--- config.mk ---
export PLATFORM = sky130hd
export DESIGN_NAME = move_to_front_table
export DESIGN_NICKNAME = d
export VERILOG_FILES = /design/src/sv/mtf_pkg.sv /design/src/sv/mtf_cell.sv /design/src/sv/move_to_front_table.sv
export VERILOG_INCLUDE_DIRS = /design/src /design/src/sv
export SDC_FILE = /design/constraint.sdc
export NUM_CORES = 1
export LEC_CHECK = 0
export ABC_AREA = 1
export BUFFER_PORTS_ARGS = -buffer_cell sky130_fd_sc_hd__buf_4
export CORE_ASPECT_RATIO = 0.7
export CORE_UTILIZATION = 30
export CTS_BUF_LIST = sky130_fd_sc_hd__clkbuf_8 sky130_fd_sc_hd__clkbuf_16
export DETAILED_ROUTE_END_ITERATION = 8
export HOLD_SLACK_MARGIN = 0.1
export PLACE_DENSITY = 0.42
export SLEW_MARGIN = 20
export SYNTH_ARGS = -nofsm -noshare
export SYNTH_HDL_FRONTEND = slang
export SYNTH_HIERARCHICAL = 1
export SYNTH_SLANG_ARGS = --single-unit
--- constraint.sdc ---
create_clock -name i_clk -period 11.4 [get_ports i_clk]
set_input_delay 1.71 -clock i_clk [delete_from_list [all_inputs] [get_ports i_clk]]
set_output_delay 1.71 -clock i_clk [all_outputs]
set_load 0.005 [all_outputs]
--- src/sv/move_to_front_table_defines.svh ---
// assertion macros for the move-to-front table
// used by move_to_front_table.sv; expects i_clk and i_rst_n in scope
`ifndef MOVE_TO_FRONT_TABLE_DEFINES_SVH
`define MOVE_TO_FRONT_TABLE_DEFINES_SVH

// same-cycle implication, held off while in reset
`define MTF_ASSERT_NOW(label, ante, cons) \
    label: assert property (@(posedge i_clk) disable iff (!i_rst_n) (ante) |-> (cons)) \
        else $error("move_to_front_table: check failed");

// next-cycle implication, held off while in reset
`define MTF_ASSERT_NEXT(label, ante, cons) \
    label: assert property (@(posedge i_clk) disable iff (!i_rst_n) (ante) |=> (cons)) \
        else $error("move_to_front_table: check failed");

`endif

--- src/sv/mtf_pkg.sv ---
// shared types and codes for the move-to-front table
// no dependencies; imported by mtf_cell and move_to_front_table
`default_nettype none

package mtf_pkg;

    localparam int KEY_W = 32;

    // request command codes
    localparam logic [1:0] CMD_APPEND = 2'd0;
    localparam logic [1:0] CMD_SEARCH = 2'd1;
    localparam logic [1:0] CMD_CLEAR  = 2'd2;

    // result status codes
    localparam logic [1:0] ST_OK   = 2'd0;
    localparam logic [1:0] ST_MISS = 2'd1;
    localparam logic [1:0] ST_FULL = 2'd2;

    // control broadcast to every cell
    typedef struct packed {
        logic capture;   // latch compare result for a new request
        logic shift_all; // append: every cell takes its neighbour's key
        logic shift_hit; // search hit: cells up to the first match shift
    } t_cell_ctl;

endpackage

`default_nettype wire

--- src/sv/mtf_cell.sv ---
// one table cell: holds a key, compares it and shifts it back on request
// depends on mtf_pkg
`default_nettype none

module mtf_cell
    import mtf_pkg::*;
(
    input  wire             i_clk,
    input  wire t_cell_ctl  i_ctl,
    input  wire [KEY_W-1:0] i_cmp_key,
    input  wire [KEY_W-1:0] i_prev_key,
    input  wire             i_valid,
    input  wire             i_seen,
    output logic            o_seen,
    output logic            o_first,
    output logic [KEY_W-1:0] o_key
);

    logic [KEY_W-1:0] r_data;
    logic             r_match;
    logic             shift;

    // a cell shifts on a hit only if no match sits ahead of it
    assign shift   = i_ctl.shift_all | (i_ctl.shift_hit & ~i_seen);
    assign o_seen  = i_seen | r_match;
    assign o_first = r_match & ~i_seen;
    assign o_key   = r_data;

    always_ff @(posedge i_clk) begin
        if (i_ctl.capture) begin
            r_match <= i_valid & (r_data == i_cmp_key);
        end
        if (shift) begin
            r_data <= i_prev_key;
        end
    end

endmodule

`default_nettype wire

--- src/sv/move_to_front_table.sv ---
// move-to-front table: a row of key cells with a shared command sequencer
// depends on mtf_pkg, mtf_cell and move_to_front_table_defines.svh
//
// usage
//   a request (i_cmd, i_key) is taken at a rising edge where start is high
//   and busy is low. append puts the key at the front unless the table is
//   full, search moves the first matching entry to the front, clear empties
//   the table.
//   every request gives exactly one result on o_status, o_hit_position and
//   o_entry_count, shown for one cycle with o_strobe high. the receiver
//   cannot stall, so the result is taken in that cycle.
// timing
//   the acceptance edge latches the compare of every cell at once; the next
//   edge ripples the first-match flag along the cells, shifts the keys and
//   registers the result. o_strobe is high in the cycle after that, and
//   busy is high for the one cycle in between, so a new request can be
//   accepted in the cycle the strobe is shown.
// reset
//   i_rst_n low at a rising edge empties the table and drops busy and
//   o_strobe; the key cells themselves are not cleared.
`default_nettype none

module move_to_front_table
    import mtf_pkg::*;
#(
    parameter int CAPACITY = 16
) (
    input  wire              i_clk,
    input  wire              i_rst_n,
    input  wire              start,
    output logic             busy,
    input  wire [1:0]        i_cmd,
    input  wire [KEY_W-1:0]  i_key,
    output logic             o_strobe,
    output logic [1:0]       o_status,
    output logic [3:0]       o_hit_position,
    output logic [4:0]       o_entry_count
);

    localparam int CW = $clog2(CAPACITY + 1);
    localparam int PW = $clog2(CAPACITY);

    logic             r_busy;
    logic             r_strobe;
    logic [1:0]       r_cmd;
    logic [KEY_W-1:0] r_key;
    logic [CW-1:0]    r_count;
    logic [CW-1:0]    n_count;
    logic [1:0]       r_status;
    logic [1:0]       n_status;
    logic [PW-1:0]    r_pos;
    logic [PW-1:0]    n_pos;

    logic             accept;
    logic             full;
    logic             hit_any;
    logic [PW-1:0]    hit_idx;
    t_cell_ctl        ctl;

    logic [KEY_W-1:0] cell_key [CAPACITY];
    logic             seen_link [CAPACITY+1];
    logic             first_flag [CAPACITY];

    logic [PW+3:0]    pos_ext;
    logic [CW+4:0]    count_ext;

    assign accept = start & ~r_busy;
    assign busy   = r_busy;
    assign full   = (r_count == CW'(CAPACITY));
    assign hit_any = seen_link[CAPACITY];

    assign ctl.capture   = accept;
    assign ctl.shift_all = r_busy & (r_cmd == CMD_APPEND) & ~full;
    assign ctl.shift_hit = r_busy & (r_cmd == CMD_SEARCH) & hit_any;

    assign seen_link[0] = 1'b0;

    genvar gi;
    generate
        for (gi = 0; gi < CAPACITY; gi++) begin : g_cell
            logic [KEY_W-1:0] prev_key;
            if (gi == 0) begin : g_front
                assign prev_key = r_key;
            end else begin : g_back
                assign prev_key = cell_key[gi-1];
            end
            mtf_cell u_cell (
                .i_clk      (i_clk),
                .i_ctl      (ctl),
                .i_cmp_key  (i_key),
                .i_prev_key (prev_key),
                .i_valid    (CW'(gi) < r_count),
                .i_seen     (seen_link[gi]),
                .o_seen     (seen_link[gi+1]),
                .o_first    (first_flag[gi]),
                .o_key      (cell_key[gi])
            );
        end
    endgenerate

    // at most one cell flags first match, so an or of indices encodes it
    always_comb begin
        hit_idx = '0;
        for (int i = 0; i < CAPACITY; i++) begin
            if (first_flag[i]) begin
                hit_idx = hit_idx | PW'(i);
            end
        end
    end

    always_comb begin
        n_count  = r_count;
        n_status = ST_OK;
        n_pos    = '0;
        unique case (r_cmd)
            CMD_APPEND: begin
                if (full) begin
                    n_status = ST_FULL;
                end else begin
                    n_count = r_count + CW'(1);
                end
            end
            CMD_SEARCH: begin
                if (hit_any) begin
                    n_pos = hit_idx;
                end else begin
                    n_status = ST_MISS;
                end
            end
            CMD_CLEAR: begin
                n_count = '0;
            end
            default: begin
                n_count = r_count;
            end
        endcase
    end

    always_ff @(posedge i_clk) begin
        if (!i_rst_n) begin
            r_busy   <= 1'b0;
            r_strobe <= 1'b0;
            r_count  <= '0;
        end else begin
            r_busy   <= accept;
            r_strobe <= r_busy;
            if (r_busy) begin
                r_count <= n_count;
            end
        end
    end

    always_ff @(posedge i_clk) begin
        if (accept) begin
            r_cmd <= i_cmd;
            r_key <= i_key;
        end
        if (r_busy) begin
            r_status <= n_status;
            r_pos    <= n_pos;
        end
    end

    // fields are reported masked to their widths
    assign pos_ext   = {4'b0, r_pos};
    assign count_ext = {5'b0, r_count};

    assign o_strobe       = r_strobe;
    assign o_status       = r_status;
    assign o_hit_position = pos_ext[3:0];
    assign o_entry_count  = count_ext[4:0];

`include "move_to_front_table_defines.svh"

    `MTF_ASSERT_NEXT(a_result_follows, r_busy, o_strobe)
    `MTF_ASSERT_NEXT(a_accept_busy, accept, r_busy && !o_strobe)
    `MTF_ASSERT_NOW(a_count_bound, 1'b1, r_count <= CW'(CAPACITY))
    `MTF_ASSERT_NOW(a_miss_no_pos, o_strobe && (o_status == ST_MISS), o_hit_position == 4'd0)
    `MTF_ASSERT_NEXT(a_full_keeps, r_busy && (r_cmd == CMD_APPEND) && full,
                     r_count == CW'(CAPACITY) && o_status == ST_FULL)

endmodule

`default_nettype wire
# Word level (Yosys, flattened, before mapping)
# Index checks and enable logic that the tools add are counted.
# word_totals
regBits	575
latchBits	0
ramBits	0
romBits	0
input_bits	37
out_inout_bits	13
elab_cells	199
memories	0
# op_classes
addsub	1
mul	0
div_mod_pow	0
n_lt_le_gt_ge	16
eq_ne	20
shift	0
mux	20
n_bitwise	99
n_reduce_logical	4
# ops
operator	n
$eq 32x32->1	16
$and 1x1->1	51
$lt 4x5->1 const A	8
$mux 4	8
$or 1x1->1	31
$lt 3x5->1 const A	4
$not 1->1	17
$mux 3	4
$lt 1x5->1 const A	2
$lt 2x5->1 const A	2
$pmux 5 s2	1
$mux 2	3
$add 5x1->5 const B	1
$eq 5x5->1 const B	1
$mux 5	1
$pmux 2 s2	1
$reduce_and 3->1	1
$eq 2x1->1 const B	1
$eq 2x2->1 const B	1
$logic_not 2->1	1
$mux 1	2
$ne 2x2->1 const B	1
$reduce_and 2->1	1
$reduce_bool 2->1	1

# Longest topological paths before layout
# Gate-level depths: netlist (run 1).
# depth
depth_word	18
depth_mapped	20
depth_no_buf	20

# By module
# Netlist (run 1), hierarchy kept.
# modules_own_cells
module	instances	cells_each	area_per_inst_um2	seq_area_each_um2
mtf_cell	16	179	1606.5	991.0
move_to_front_table	1	157	1891.8	1341.3

# Worst setup path after synthesis (run 1)
# OpenSTA, ideal clock, no wires.
# synth_timing
kind	register to register
start	register g_cell[0].u_cell.r_match
end	register g_cell[15].u_cell.r_data[0], enable pin
setup_time_ns	0.428
arrival_ns	6.274
t_required_ns	10.972
slack_ns	4.698
stages_incl_launch_ff	17
path_buffers	0
period_less_slack_ns	6.702
cell_sequence	edfxtp_1 -> or2_2 -> or2_2 -> or2_2 -> or2_2 -> or2_2 -> or2_2 -> or2_2 -> or2_2 -> or2_2 -> or2_2 -> or2_2 -> or2_2 -> or2_2 -> or2_2 -> or2_2 -> o21bai_1
# synth_lines
element	line	text
start: declaration	mtf_cell.sv:20	logic r_match;
start signal: assignment	mtf_cell.sv:31	r_match <= i_valid & (r_data == i_cmp_key);
end signal: assignment	mtf_cell.sv:34	r_data <= i_prev_key;
end: declaration	mtf_cell.sv:19	logic [KEY_W-1:0] r_data;

==> Implementation_results.wiki, run 1 <==
{| class="wikitable"
! Metric !! Value
|-
| Via count of the routed design || 18,700
|-
| First-pass DRT Iterations || 5
|-
| CP arrival || 7300 ps
|-
| GRT Overall Usage || 16.4%
|-
| Critical Path Max Stage Delay || 350 ps
|-
| Endpoint of the worst-slack reg-to-reg timing path || g_cell[0].u_cell/o_key[14]
|-
| Layout overhead on the synthesized area || 14.8%
|-
| Max-Cap Viols || 0
|-
| Start point of the worst hold path || g_cell[0].prev_key[18]
|-
| Effective utilization at floorplan || 30.5%
|-
| Die area || 93,200 sq um
|-
| Yosys synthesis warning count || 6
|-
| Multi-input combinational cell area || 7900 sq um
|-
| Total negative slack || 0 ps
|-
| Sequential share of power || 50.9%
|-
| Clock buffer count from CTS || 58
|-
| Clock Path Buffers || 3
|-
| Power Dens Cells || 148 nW/um^2
|-
| Input/output buffers || 49
|-
| Final setup violation count || 0
|-
| Endpoint, Worst Hold || g_cell[0].u_cell/o_key[18]
|-
| Routed WL || 75.7 mm
|-
| Cell area after synthesis || 27,600 sq um
|-
| Via count of the first global-routing pass || 18,000
|-
| Worst supply voltage drop on vdd || 0.104 mV
|-
| Post-synthesis average cell area || 9.14 sq um
|-
| Ordered cell list for the critical path || or2_2 > or2_2 > or2_2 > or2_2 > or2_2 > or2_2 > or2_2 > or2_2 > or2_2 > or2_2 > or2_2 > or2_2 > or2_2 > or2_2 > or2_2 > or2_2 > nand3_1 > nor2_1 > buf_4 > inv_1 > o21bai_4
|-
| Period utilisation layout || 61.8%
|-
| Critical path start-end classification || reg2reg
|-
| Total core area || 90,600 sq um
|-
| CTS tree || done
|-
| Top sig layer || met4
|-
| Worst path required time || 11,650 ps
|-
| Maximum achievable frequency || 0.142 GHz
|-
| Routability Congestion || 0.783
|-
| Worst setup EP type || register
|-
| Peak fanout along the critical path || 32
|-
| DRC errors left || 0
|-
| Estimated wirelength of the detail-placed design || 53.4 mm
|-
| Number of antenna violations at the first check in global routing || 1
|-
| Leak pwr || 14.1 nW
|-
| H-Tree Level Count || 2
|-
| Startpoint type of the worst setup path || register
|-
| Number of top-level design ports || 50
|-
| Number of antenna-violating nets in the routed design || 0
|-
| Pin count of the biggest net entering global routing || 48
|-
| Dominant cell type by count on the critical path || sky130_fd_sc_hd__or2_2
|-
| Number of setup buffers added after CTS || 0
|-
| Combinational power share || 6.3%
|-
| DRC marker count from the first detailed-route iteration || 1,478
|-
| Fillers || 9,144
|-
| Share of post-route cells with drive strength above 1 || 7.27%
|-
| Total of hold buffers inserted after clock tree synthesis || 0
|-
| Kind of path behind the tightest hold check || reg2reg
|-
| Footprint of the flip-flops and latches || 17,200 sq um
|-
| Switch Pwr || 0.00108 W
|-
| Clock network latency to the later pin of the worst-skew pair || 620 ps
|-
| Cell Int Power || 0.00361 W
|-
| First-pass GRT wire length || 115 mm
|-
| Total number of placement rows || 92
|-
| Relative slew slack || 32.0%
|-
| Cells after synthesis || 3,019
|-
| Floorplan die height || 256 microns
|-
| Slowest stage cell on the critical path || sky130_fd_sc_hd__edfxtp_1
|-
| Net Sw Frac || 23.1%
|-
| Worst hold margin || 414 ps
|-
| Final Hold Violating Endpoints || 0
|-
| Time the worst path needs with I/O delays and setup || 7050 ps
|-
| Worst R2R Start || g_cell[0].u_cell/r_match
|-
| Worst r2r path cells || 21
|-
| Met2 WL || 33.7 mm
|-
| Final clock skew || 20.6 ps
|-
| Final slew viol count || 0
|-
| Actual transition at the worst max-transition pin || 1020 ps
|-
| Width of the chip || 364 microns
|-
| Worst reg2reg setup slack || 4350 ps
|-
| Count of instances resized after the clock tree is built || 0
|-
| Outcome || completed
|-
| Total met3 wirelength after detailed routing || 3.68 mm
|-
| Sum of routed wire segments on met1 || 36.9 mm
|-
| Average vias per placed instance || 4.24
|-
| RSZ-0062 raised after global routing || no
|-
| Overflow left after global routing || 0
|-
| Clk slew on worst S/H paths || 70 ps
|-
| Clock root buffer master || sky130_fd_sc_hd__clkbuf_16
|-
| # nets final || 3,170
|-
| Power share of the clock group || 42.8%
|-
| WHS Path Cells || 0
|-
| Wire length per cell after detailed routing || 17.2 microns
|-
| Clock Sink Count || 575
|}
==> per-stage QoR <==
step / power (W) / cells / setup slack, ps / utilization, % / area (sq um)
after floorplan: 0.00258 / 3020 / 4730 / - / 27600
after global placement: 0.00272 / 4292 / 4320 / 32.8 / 29700
after detailed placement: 0.00273 / 4292 / 4330 / 32.8 / 29700
after CTS: 0.00475 / 4400 / 4290 / 34.9 / 31600
after global routing: 0.00487 / 4401 / 4050 / 35.0 / 31700
final: 0.00469 / 4402 / 4350 / 35.0 / 31700
==> area by class of cell <==
| cell class | count | area share [%] |
|---|---|---|
| Sequential cell | 575 | 54.3 |
| Antenna cell | 1 | 0.00790 |
| Clock inverter | 49 | 1.52 |
| Clock buffer | 59 | 4.66 |
| Multi-Input combinational cell | 1732 | 25.0 |
| Timing Repair Buffer | 52 | 1.30 |
| Tap cell | 1222 | 4.83 |
| Inverter | 712 | 8.44 |
==> power groups by stage <==
stage	sequential (W)	combinational, W	clock (W)
3_5_place_dp	0.00243	0.000296	0
6_report	0.00239	0.000295	0.00200
4_1_cts	0.00239	0.000297	0.00207
2_1_floorplan	0.00242	0.000164	0
5_1_grt	0.00239	0.000334	0.00215
3_3_place_gp	0.00243	0.000291	0
==> metal layers <==
metal / vias to the layer above / GRT usage, %
li1: 9474 / -
met1: 8714 / 23.8
met2: 358 / 25.7
met3: 112 / 2.63
met4: 0 / 3.50
met5: - / 0
==> cell usage in the layout, fill, tap and decap left out, types with 36 or more instances in the layout <==
master,count
sky130_fd_sc_hd__nor3_1,36
sky130_fd_sc_hd__inv_1,708
sky130_fd_sc_hd__edfxtp_1,568
sky130_fd_sc_hd__xor2_1,48
sky130_fd_sc_hd__o21ai_1,80
sky130_fd_sc_hd__nor2_1,289
sky130_fd_sc_hd__nand3_1,39
sky130_fd_sc_hd__nand2_1,1031
sky130_fd_sc_hd__xnor2_1,80
sky130_fd_sc_hd__clkbuf_16,59
sky130_fd_sc_hd__buf_4,51
==> critical path: cells and delay by family (launching register included) <==
| kind | cells | cell delay (ps) |
|---|---|---|
| simple gates | 18 | 5670 |
| flops | 1 | 350 |
| buf+inv | 2 | 320 |
| compound gates | 1 | 280 |
==> sequential cells by signal, indices dropped and copies added, names as in the netlist <==
| signal | cells |
|---|---|
| g_cell.prev_key | 32 |
| o_status | 2 |
| g_cell.u_cell/r_match | 16 |
| g_cell.u_cell/o_key | 512 |
| o_entry_count | 5 |
| o_hit_position | 4 |
| busy | 1 |
| r_cmd | 2 |
| o_strobe | 1 |
==> worst max path at each step <==
stage                             start  cells after the start                         end  slack, ps
2_1_floorplan  g_cell[0].u_cell/r_match                     16  g_cell[15].u_cell/o_key[0]       4730
3_3_place_gp   g_cell[0].u_cell/r_match                     21  g_cell[0].u_cell/o_key[29]       4320
3_5_place_dp   g_cell[0].u_cell/r_match                     21  g_cell[0].u_cell/o_key[14]       4330
4_1_cts        g_cell[0].u_cell/r_match                     21  g_cell[0].u_cell/o_key[14]       4290
5_1_grt        g_cell[0].u_cell/r_match                     21  g_cell[0].u_cell/o_key[14]       4050
6_report       g_cell[0].u_cell/r_match                     21  g_cell[0].u_cell/o_key[14]       4350
Note: power is estimated with default switching activity, not from simulation.
==> run 2, diff against run 1 <==
- clock period: 11.4 -> 6.9 ns (I/O delays scaled with it)
==> Implementation_results.wiki, run 2 (same netlist as run 1, synthesis figures left out) <==
{| class="wikitable"
! Metric !! Value
|-
| Count of instances resized after the clock tree is built || 0 (unchanged)
|-
| Highest-count cells in the layout ignoring fill and taps || 1,031 x sky130_fd_sc_hd__nand2_1, 711 x sky130_fd_sc_hd__inv_1, 568 x sky130_fd_sc_hd__edfxtp_1
|-
| Time the worst path needs with I/O delays and setup || 6590 ps (-456 ps)
|-
| Final clock skew || 28.9 ps (+8.32 ps)
|-
| First-pass DRT Iterations || 6 (+1)
|-
| Clock Sink Count || 575 (unchanged)
|-
| Ordered cell list for the critical path || or2_2 > or2_2 > or2_2 > or2_2 > or2_2 > or2_2 > or2_2 > or2_2 > or2_2 > or2_2 > or2_2 > or2_2 > or2_2 > or2_2 > or2_2 > or2_2 > nand3_1 > nor2_1 > buf_4 > inv_1 > o21bai_4
|-
| Number of top-level design ports || 50 (unchanged)
|-
| DRC marker count from the first detailed-route iteration || 1,544 (+4.5%)
|-
| Effective utilization at floorplan || 30.5% (unchanged)
|-
| Pin count of the biggest net entering global routing || 41 (-15%)
|-
| Number of setup buffers added after CTS || 0 (unchanged)
|-
| # nets final || 3,186 (+0.50%)
|-
| Slowest stage cell on the critical path || sky130_fd_sc_hd__edfxtp_1
|-
| Final Hold Violating Endpoints || 0 (unchanged)
|-
| Peak fanout along the critical path || 32 (unchanged)
|-
| Crit-path leading delay family || simple AND/OR/NAND/NOR gates
|-
| Worst Setup Slack, final || 306 ps (-4040 ps)
|-
| Clock Path Buffers || 3 (unchanged)
|-
| Relative slew slack || 36.8% (+4.8 points)
|-
| Total of hold buffers inserted after clock tree synthesis || 0 (unchanged)
|-
| Critical Path Max Stage Delay || 340 ps (about the same)
|-
| Worst supply voltage drop on vdd || 0.187 mV (+79%)
|-
| Wire length per cell after detailed routing || 17.3 microns (+0.42%)
|-
| Total negative slack || 0 ps (unchanged)
|-
| Worst hold margin || 412 ps (-1.94 ps)
|-
| Average vias per placed instance || 4.26 (+0.39%)
|-
| Number of antenna violations at the first check in global routing || 2 (+1)
|-
| Final standard cell area without fillers || 32,000 sq um (+1.1%)
|-
| Most common library cell in the layout ignoring fill and taps || sky130_fd_sc_hd__nand2_1
|-
| Leak pwr || 14.3 nW (+1.1%)
|-
| GRT Overall Usage || 16.5% (+0.095 points)
|-
| Critical path start-end classification || reg2reg
|-
| Cell Int Power || 0.00610 W (+69%)
|-
| Final setup violation count || 0 (unchanged)
|-
| Area after detailed placement || 29,900 sq um (+0.83%)
|-
| Total number of placement rows || 92 (unchanged)
|-
| Antenna diode count || 0 (-1)
|-
| Clock root buffer master || sky130_fd_sc_hd__clkbuf_16
|-
| Flip-flop count of the largest register after layout || 512 (unchanged)
|-
| Clock network latency to the later pin of the worst-skew pair || 640 ps (+20 ps)
|-
| Sequential share of power || 50.0% (-0.9 points)
|-
| Layout overhead on the synthesized area || 16.0%
|-
| Via count of the routed design || 18,800 (+0.78%)
|-
| Total power after layout || 0.00789 W (+68%)
|-
| Die area || 93,200 sq um (unchanged)
|-
| H-Tree Level Count || 2 (unchanged)
|-
| Kind of path behind the tightest hold check || reg2reg
|-
| Via count of the first global-routing pass || 18,000 (-0.094%)
|-
| Dominant cell type by count on the critical path || sky130_fd_sc_hd__or2_2
|-
| Input/output buffers || 49 (unchanged)
|-
| First-pass GRT wire length || 116 mm (+0.65%)
|-
| Width of the chip || 364 microns (unchanged)
|-
| Overflow left after global routing || 0 (unchanged)
|-
| Share of post-route cells with drive strength above 1 || 7.73% (+0.46 points)
|-
| CP arrival || 6860 ps (-440 ps)
|-
| Power Dens Cells || 247 nW/um^2 (+67%)
|-
| Worst setup EP type || register
|-
| Estimated wirelength of the detail-placed design || 53.8 mm (+0.62%)
|-
| Final slew viol count || 0 (unchanged)
|-
| Clk slew on worst S/H paths || 70 ps (about the same)
|-
| Actual transition at the worst max-transition pin || 946 ps (-71.4 ps)
|-
| RSZ-0062 raised after global routing || no
|-
| CTS tree || done
|-
| Period utilisation layout || 95.6% (+34 points)
|-
| Floorplan die height || 256 microns (unchanged)
|-
| Clock buffer count from CTS || 59 (+1.7%)
|-
| Routed WL || 76.3 mm (+0.81%)
|-
| Max-Cap Viols || 0 (unchanged)
|-
| Routability Congestion || 0.821 (+5.0%)
|-
| Worst path required time || 7170 ps (-4480 ps)
|-
| Combinational power share || 6.3% (about the same)
|-
| DRC errors left || 0 (unchanged)
|-
| Startpoint type of the worst setup path || register
|-
| Maximum achievable frequency || 0.152 GHz (+6.9%)
|-
| Switch Pwr || 0.00179 W (+66%)
|-
| Net Sw Frac || 22.7% (-0.39 points)
|-
| Worst-case setup slack after placement || 333 ps (-4000 ps)
|-
| Total core area || 90,600 sq um (unchanged)
|-
| Outcome || completed
|-
| Number of antenna-violating nets in the routed design || 0 (unchanged)
|-
| Buffers & Inverters on Critical Path || 2 (unchanged)
|-
| Power share of the clock group || 43.7% (+0.9 points)
|}
-- run 2: changes by cell type in the layout (fill, tap and decap cells not counted), sizes merged --
cell      previous run  this run
inv                726       729
diode                1         0
clkinvlp             2         1
clkbuf              59        60
buf                 52        67
bufinv              10        13
clkinv              23        20
-- run 2: through the flow --
stage / instances / util, %
final: 4419 / 35.3
after global routing: 4419 / 35.3
after CTS: 4419 / 35.3
after detailed placement: 4308 / 33.0
after global placement: 4308 / 33.0
after floorplan: 3020 / -
-- run 2: power groups by stage --
stage	Sequential (W)	Clock, W	Combinational [W]
final	0.00394	0.00345	0.000496
after global routing	0.00395	0.00368	0.000560
after detailed placement	0.00402	0	0.000500
after floorplan	0.00400	0	0.000270
after global placement	0.00402	0	0.000491
after CTS	0.00395	0.00355	0.000501
-- run 2: final cells by class --
cell class              count  area [sq um]
repair buffers             67           628
flip-flops and latches    575         17200
well taps                1222          1530
inverters                 712          2670
clock inverters            51           573
clock buffers              60          1500
multi-input cells        1732          7900
fillers                  9102         58600
-- run 2: layer usage --
metal / vias to the layer above / track usage [%] / share of wire [%]
met2: 383 / 26.0 / 45
met1: 8819 / 24.1 / 49
met3: 87 / 2.15 / 4.1
met4: 0 / 3.44 / 1.7
li1: 9515 / - / -
met5: - / 0 / 0
-- run 2: worst paths after layout --
| check | startpoint | end | slack, ps | cells after the start |
|---|---|---|---|---|
| setup / recovery | g_cell[0].u_cell/r_match | g_cell[3].u_cell/o_key[15] | 310 | 21 |
| hold / removal | g_cell[0].prev_key[8] | g_cell[0].u_cell/o_key[8] | 410 | 0 |
| setup reg to reg | g_cell[0].u_cell/r_match | g_cell[3].u_cell/o_key[15] | 310 | 21 |
| hold reg to reg | g_cell[0].prev_key[8] | g_cell[0].u_cell/o_key[8] | 410 | 0 |
